**src/sv/ehash_ram.sv**
```systemverilog
// generic single write port ram with registered read
module ehash_ram #(
  parameter int WIDTH = 8,
  parameter int DEPTH = 16
) (
  input  logic                     clk,
  input  logic                     we,
  input  logic [$clog2(DEPTH)-1:0] waddr,
  input  logic [WIDTH-1:0]         wdata,
  input  logic [$clog2(DEPTH)-1:0] raddr,
  output logic [WIDTH-1:0]         rdata
);

  logic [WIDTH-1:0] mem [DEPTH];
  logic [WIDTH-1:0] rdata_r;

  always_ff @(posedge clk) begin
    if (we) begin
      mem[waddr] <= wdata;
    end
    rdata_r <= mem[raddr];
  end

  assign rdata = rdata_r;

endmodule

```
**config.mk**
```make
export PLATFORM = sky130hd
export DESIGN_NAME = ehash_ram
export DESIGN_NICKNAME = d
export VERILOG_FILES = /design/src/sv/ehash_ram.sv
export SDC_FILE = /design/constraint.sdc
export NUM_CORES = 1
export LEC_CHECK = 0
export BUFFER_PORTS_ARGS = -buffer_cell sky130_fd_sc_hd__buf_2
export CORE_UTILIZATION = 60
export CTS_CLUSTER_DIAMETER = 150
export DETAILED_ROUTE_END_ITERATION = 10
export GPL_TIMING_DRIVEN = 0
export PLACE_DENSITY = 0.76
export SLEW_MARGIN = 20
export SYNTH_ARGS = -nofsm -noshare
export SYNTH_HDL_FRONTEND = slang
export SYNTH_SLANG_ARGS = --single-unit
```
**constraint.sdc**
```tcl
create_clock -name clk -period 2.6 [get_ports clk]
set_clock_uncertainty 0.1 [all_clocks]
set_input_delay 0.39 -clock clk [delete_from_list [all_inputs] [get_ports clk]]
set_output_delay 0.39 -clock clk [all_outputs]
set_load 0.005 [all_outputs]
```
[Word-level counts from Yosys, hierarchy flattened]
Memories as Yosys holds them, arrays and structs flattened. A register that Yosys moved wholly into a read port is not among the register bits.
Index checks and enable logic that the tools add are counted.
Word-level totals
  output and inout port bits: 8
  input bits: 18
  memory bits (writable): 128
  bits in registers: 0
  memories kept: 1
Memory list
  mem: words 16, bits a word 8, read ports 1, clocked after memory_dff 1, wr ports 1, RTL line 14  | logic [WIDTH-1:0] mem [DEPTH];
Operators by class
  multiplexer cells: 2
Operators with widths (number)
  $mux 1: 2

[Longest topological paths before layout]
Gate-level depths: netlist of run 1.
  depth in word-level cells: 2
  depth in mapped cells: 5
  depth with buffers taken out: 3

[Worst setup path before layout of run 1]
OpenSTA, ideal clock, no wires.
  path type: input port to flip-flop
  from: input waddr[2]
  to: memory mem[0][0] (enable)
  cell stages on the path: 2
  path buffers: 0
  arrival: 1.500 ns
  setup slack: 0.617 ns
  data required time: 2.117 ns
  path through: or3b_2 nor3_1
RTL lines
  start: declaration: RTL line 8  | input logic [$clog2(DEPTH)-1:0] waddr,
  end: declaration: RTL line 14
Straight into the memory's write port.

[Worst setup path in the final report of run 1]
  from: input waddr[2]
  to: memory mem[2][0] (enable)
Straight into the memory's write port.

==> out/qor.txt, run 1 <==
FMAX - 634 MHz
post-synthesis sequential area ratio - 77.8%
total nets after synthesis - 247
CTS Buffer Depth - 2
share of cells above drive strength 1 - 31.2%
worst hold path class - input pin to flop
DR WL/cell - 25.3 um
number of global-route vias before repair - 2373
initial antenna violation count - 0
Setup TNS - 0 ns
clk_lat worst skew - 0.52 ns
CTS tree - yes
pre-CTS WS - 0.475 ns
worst endpoint required time - 2.64 ns
GRT Residual Overflow - 0
Max-slew headroom - 47.8%
max_cap viols - 0
Tot Pwr - 5.24 mW
Yosys cell types - 19
Final Hold Vio Count - 0
critical setup path kind - input pin to flop
CTS sink cnt - 136
Placed Area - 0.00542 sq mm
peak supply drop - 568 uV
IO Port Bufs - 24
min Tclk post-route - 1.58 ns
Nets - 290
Area Overhead vs Synth - 17.7%
core box area - 0.00826 sq mm
Num CTS Buffers - 17
Top FF cell, synth - edfxtp_1
post_cts resized - 0
row cnt - 33
Final Slew Violations - 0
crit end category - flop
fraction of the mapped netlist area in adder cells - 0%
multiplexer share of the synthesized area - 15.0%
Avg Cell Area, Syn - 22.5 sq um
Clock transition at path regs - 0.06 ns
RSZ-0062 raised after global routing - false
outcome - finished, final reports clean
final core utilization - 73.4%
GP Congestion - 0.715
R2R setup slack - 1.10 ns
Synth async-reset ratio - 0%
Root Driver - clkbuf_8
final std cell area, no fill - 0.00606 sq mm
H-tree depth - 4
die area - 0.00895 sq mm
drt via density - 6.25
Die X - 94.6 um
filler instances - 479
Ports - 26
Worst Slack Setup Final - 1.02 ns
hold_ws - 0.175 ns
largest net degree at the start of global routing - 17
peak fanout along the critical path - 8
number of flops mapped to enable cells by yosys - 128
post-synthesis simple-gate area fraction - 3.18%
DP HPWL - 5.92 mm
largest family of logic cells by synthesized area - multiplexers
Compound-Gate Fraction of Synth Area - 2.33%
Lkg Pwr - 2.06 nW
arrival time of the worst setup path - 1.62 ns
drt first pass iters - 6
Worst-Margin Slew - 0.779 ns
GRT Util Overall - 25.0%
pwr dens - 866 mW/mm^2
post-route insts no fill - 390
post-synthesis xor/xnor area fraction - 0%
vias after detailed routing - 2437
first-pass GRT wire length - 14.5 mm
post-route ant nets - 0
final wirelength - 9.88 mm
# DRC - 0
diode count - 0
fin crit share - 60.6%
placed cells - 358
# setup viols final - 0
post-synthesis cell count - 229
Die Ht - 94.6 um
CP startpoint kind - input pin
initial core utilization - 62.3%
cts hold-fix bufs - 0
DRT iter0 DRCs - 278
yosys warns - 0
area of the mapped netlist - 0.00515 sq mm
postcts setup bufs - 0
#FFs+latches synth - 136
==> critical path, stage by stage <==
cell	delay [ns]
buf_2	0.11
or3b_2	0.53
nor2_1	0.58
==> final timing paths <==
path                                 start    endpoint  cells past startpoint
worst min-delay path              wdata[5]  mem[13][5]                      1
worst max-delay path              waddr[2]   mem[2][0]                      3
worst min register to register  mem[11][1]    rdata[1]                      3
worst max register to register   mem[7][7]    rdata[7]                      3
==> cell type report <==
| class | count | area [sq um] | share of cell area, % |
|---|---|---|---|
| Sequential cell | 136 | 4000 | 66.1 |
| Multi-Input combinational cell | 83 | 1080 | 17.8 |
| Clock buffer | 19 | 442 | 7.29 |
| Clock inverter | 13 | 199 | 3.28 |
| Tap cell | 105 | 131 | 2.17 |
| Timing Repair Buffer | 24 | 120 | 1.98 |
| Buffer | 10 | 86.3 | 1.42 |
==> where the power goes <==
group / internal [mW] / switching [mW] / total (mW)
clock network: 1.70 / 0.850 / 2.55
logic: 0.0972 / 0.134 / 0.231
registers: 2.45 / 0.0137 / 2.47
==> placed cells by master, fill, tap and decap left out, drive strengths merged <==
cell / count
edfxtp: 128
nand3: 1
buf: 31
clkinv: 5
bufinv: 5
nand2: 9
clkbuf: 19
or3b: 1
nor3: 4
and2: 1
clkdlybuf4s25: 3
a22oi: 16
nand3b: 2
inv: 1
nor2: 13
and2b: 1
mux4: 32
nor2b: 1
clkinvlp: 2
nand2b: 2
dfxtp: 8
==> metal layers <==
layer	wire length (um)	track usage [%]	part of all wire (%)	up-vias
li1	-	-	-	1059
met1	4180	36.3	42	1233
met2	4810	36.0	49	124
met5	0	0	0	-
met4	207	9.72	2.1	0
met3	689	7.57	7.0	21
==> state kept, by name, summed over array words and instances (netlist names) <==
register / count
mem: 128
rdata: 8
==> logic make-up after synthesis <==
| family | after synthesis |
|---|---|
| flops | 136 |
| simple gates | 35 |
| mux | 32 |
| compound gates | 16 |
| buf+inv | 10 |
==> cells in the mapped netlist, types with 2 or more instances <==
| cell | count | area share [%] |
|---|---|---|
| edfxtp_1 | 128 | 75 |
| mux4_2 | 18 | 7.9 |
| a22oi_1 | 16 | 2.3 |
| mux4_1 | 14 | 7.1 |
| nor2_1 | 13 | 0.95 |
| nand2_1 | 9 | 0.66 |
| dfxtp_1 | 8 | 3.1 |
| nor3_1 | 4 | 0.39 |
| buf_2 | 3 | 0.29 |
| buf_6 | 3 | 0.66 |
| clkdlybuf4s25_2 | 3 | 0.58 |
| nand2b_1 | 2 | 0.24 |
| nand3b_1 | 2 | 0.29 |
No activity file was read; power rests on OpenSTA's default activity.
==> run 2: changes to the inputs <==
--- a/config.mk
+++ b/config.mk
@@ -6,11 +6,11 @@
 export NUM_CORES = 1
 export LEC_CHECK = 0
 export BUFFER_PORTS_ARGS = -buffer_cell sky130_fd_sc_hd__buf_2
-export CORE_UTILIZATION = 60
+export CORE_UTILIZATION = 54
 export CTS_CLUSTER_DIAMETER = 150
 export DETAILED_ROUTE_END_ITERATION = 10
 export GPL_TIMING_DRIVEN = 0
-export PLACE_DENSITY = 0.76
+export PLACE_DENSITY = 0.72
 export SLEW_MARGIN = 20
 export SYNTH_ARGS = -nofsm -noshare
 export SYNTH_HDL_FRONTEND = slang
==> constraint.sdc (replaced) <==
create_clock -name clk -period 1.4 [get_ports clk]
set_clock_uncertainty 0.1 [all_clocks]
set_input_delay 0.21 -clock clk [delete_from_list [all_inputs] [get_ports clk]]
set_output_delay 0.21 -clock clk [all_outputs]
set_load 0.005 [all_outputs]
==> out/qor.txt, run 2 (synthesized netlist as in run 1, its figures left out) <==
DP HPWL - 5.86 mm (was 5.92 mm)
Hold Startpoint - raddr[1] (was wdata[5])
clk_lat worst skew - 0.52 ns (about the same)
Slowest cell on crit path - mux4_2 (was nor2_1)
# setup viols final - 2 (was 0)
Num CTS Buffers - 17 (unchanged)
core box area - 0.00924 sq mm (was 0.00826 sq mm)
commonest non-fill, non-tap cells in the layout - 128 x edfxtp_1, 27 x buf_2, 26 x mux4_2 (was 128 x edfxtp_1, 27 x buf_2, 18 x mux4_2)
Max-slew headroom - 46.0% (was 47.8%)
max FFs per register - 128 (unchanged)
peak fanout along the critical path - 1 (was 8)
drt first pass iters - 4 (was 6)
worst endpoint required time - 1.70 ns (was 2.64 ns)
Placed Area - 0.00547 sq mm (was 0.00542 sq mm)
CTS tree - yes (unchanged)
DR WL/cell - 23.0 um (was 25.3 um)
CP peak stage delay - 0.52 ns (was 0.58 ns)
CP startpoint kind - flop (was input pin)
Area Overhead vs Synth - 19.1% (was 17.7%)
worst-path cell chain - mux4_2 -> a22oi_2 -> nand2_1 (was buf_2 -> or3b_2 -> nor2_1)
post-route ant nets - 0 (unchanged)
final wirelength - 9.71 mm (was 9.88 mm)
Lkg Pwr - 2.03 nW (was 2.06 nW)
DRT iter0 DRCs - 191 (was 278)
final core utilization - 66.3% (was 73.4%)
peak supply drop - 880 uV (was 568 uV)
Root Driver - clkbuf_8 (unchanged)
Final Slew Violations - 0 (unchanged)
violated checks - setup timing
final std cell area, no fill - 0.00613 sq mm (was 0.00606 sq mm)
initial antenna violation count - 0 (unchanged)
Worst-Margin Slew - 0.807 ns (was 0.779 ns)
Worst Slack Setup Final - -0.00344 ns (was 1.02 ns)
CTS Buffer Depth - 2 (unchanged)
Clock transition at path regs - 0.06 ns (about the same)
Final Hold Vio Count - 0 (unchanged)
first-pass GRT wire length - 14.7 mm (was 14.5 mm)
reg2reg path depth - 3 (unchanged)
max_cap viols - 0 (unchanged)
Die X - 99.6 um (was 94.6 um)
largest net degree at the start of global routing - 17 (unchanged)
H-tree depth - 4 (unchanged)
Critical Path End - rdata[0] (was mem[2][0])
postcts setup bufs - 0 (unchanged)
worst hold path class - input pin to flop (unchanged)
outcome - complete, but fails checks (was finished, final reports clean)
critical setup path kind - flop to flop (was input pin to flop)
Ports - 26 (unchanged)
min Tclk post-route - 1.40 ns
GP Congestion - 0.741 (was 0.715)
Die Ht - 99.6 um (was 94.6 um)
die area - 0.00993 sq mm (was 0.00895 sq mm)
Worst R2R End - rdata[0] (was rdata[7])
row cnt - 35 (was 33)
# DRC - 0 (unchanged)
Top reg by flops - mem (unchanged)
RSZ-0062 raised after global routing - true (was false)
GRT Util Overall - 22.3% (was 25.0%)
IO Port Bufs - 24 (unchanged)
share of cells above drive strength 1 - 36.2% (was 31.2%)
pwr dens - 1510 mW/mm^2 (was 866 mW/mm^2)
diode count - 0 (unchanged)
arrival time of the worst setup path - 1.70 ns (was 1.62 ns)
CTS sink cnt - 136 (unchanged)
crit end category - flop (unchanged)
fin crit share - 100%
FMAX - 713 MHz
Nets - 298 (was 290)
RR Startpoint - mem[15][0] (was mem[7][7])
vias after detailed routing - 2371 (was 2437)
most common cell after layout, fill and taps aside - edfxtp_1 (unchanged)
Worst Setup SP - mem[15][0] (was waddr[2])
drt via density - 5.62 (was 6.25)
number of global-route vias before repair - 2442 (was 2373)
GRT Residual Overflow - 0 (unchanged)
initial core utilization - 55.7% (was 62.3%)
R2R setup slack - -0.003 ns (was 1.10 ns)
==> run 2: worst max-delay path: cells and delay by family (launching register included) <==
kind            cells  cell delay [ns]
mux                 1             0.52
flops               1             0.36
compound gates      1             0.21
simple gates        1             0.09
==> run 2: per-layer routing <==
| layer | up-vias | GRT usage [%] | wire length [um] | share of wire (%) |
|---|---|---|---|---|
| li1 | 1068 | - | - | - |
| met1 | 1225 | 31.1 | 4240 | 44 |
| met2 | 68 | 34.5 | 4880 | 50 |
| met3 | 10 | 5.48 | 476 | 4.9 |
| met4 | 0 | 8.82 | 106 | 1.1 |
| met5 | - | 0 | 0 | 0 |
==> run 2: worst min path at each step <==
stage	endpoint	slack (ns)	cells past startpoint
6_report	rdata[0]	0.06	4
5_1_grt	rdata[0]	0.07	4
2_1_floorplan	mem[0][0]	0.21	0
3_5_place_dp	rdata[3]	0.49	1
3_3_place_gp	rdata[3]	0.48	1
4_1_cts	rdata[0]	0.05	4
==> run 2: power by group <==
part | total (mW) | internal, mW | switching (mW)
clock | 4.22 | 2.62 | 1.60
combinational | 0.474 | 0.208 | 0.266
sequential | 4.57 | 4.55 | 0.0216
==> run 2: metrics by stage <==
stage               total power, mW  TNS (ns)  hold slack [ns]  setup slack [ns]  instances
floorplan                      4.90    -0.437            0.209           -0.0465        229
global placement               5.08    -38.31            0.484            -0.376        382
detailed placement             5.10    -40.94            0.485            -0.378        382
CTS                            9.32   -0.0316           0.0499           -0.0286        422
global route                   9.54    -0.112           0.0688           -0.0368        422
finish                         9.27  -0.00636           0.0593          -0.00344        422
==> run 2: timing repair <==
item | CTS | global route
setup endpoints to repair | 6 | 7
endpoints found under the hold margin | 125 | 0
pin swaps | 4 | 6
gates resized for setup | 7 | 8
hold buffers | 8 | 0
==> run 2: cell type report <==
class / instances / area (sq um)
buffer: 10 / 93.8
sequential: 136 / 4000
timing repair buffer: 32 / 200
clock inverter: 12 / 126
fill: 618 / 3110
tap: 129 / 161
multi-input combinational: 83 / 1100
clock buffer: 20 / 445
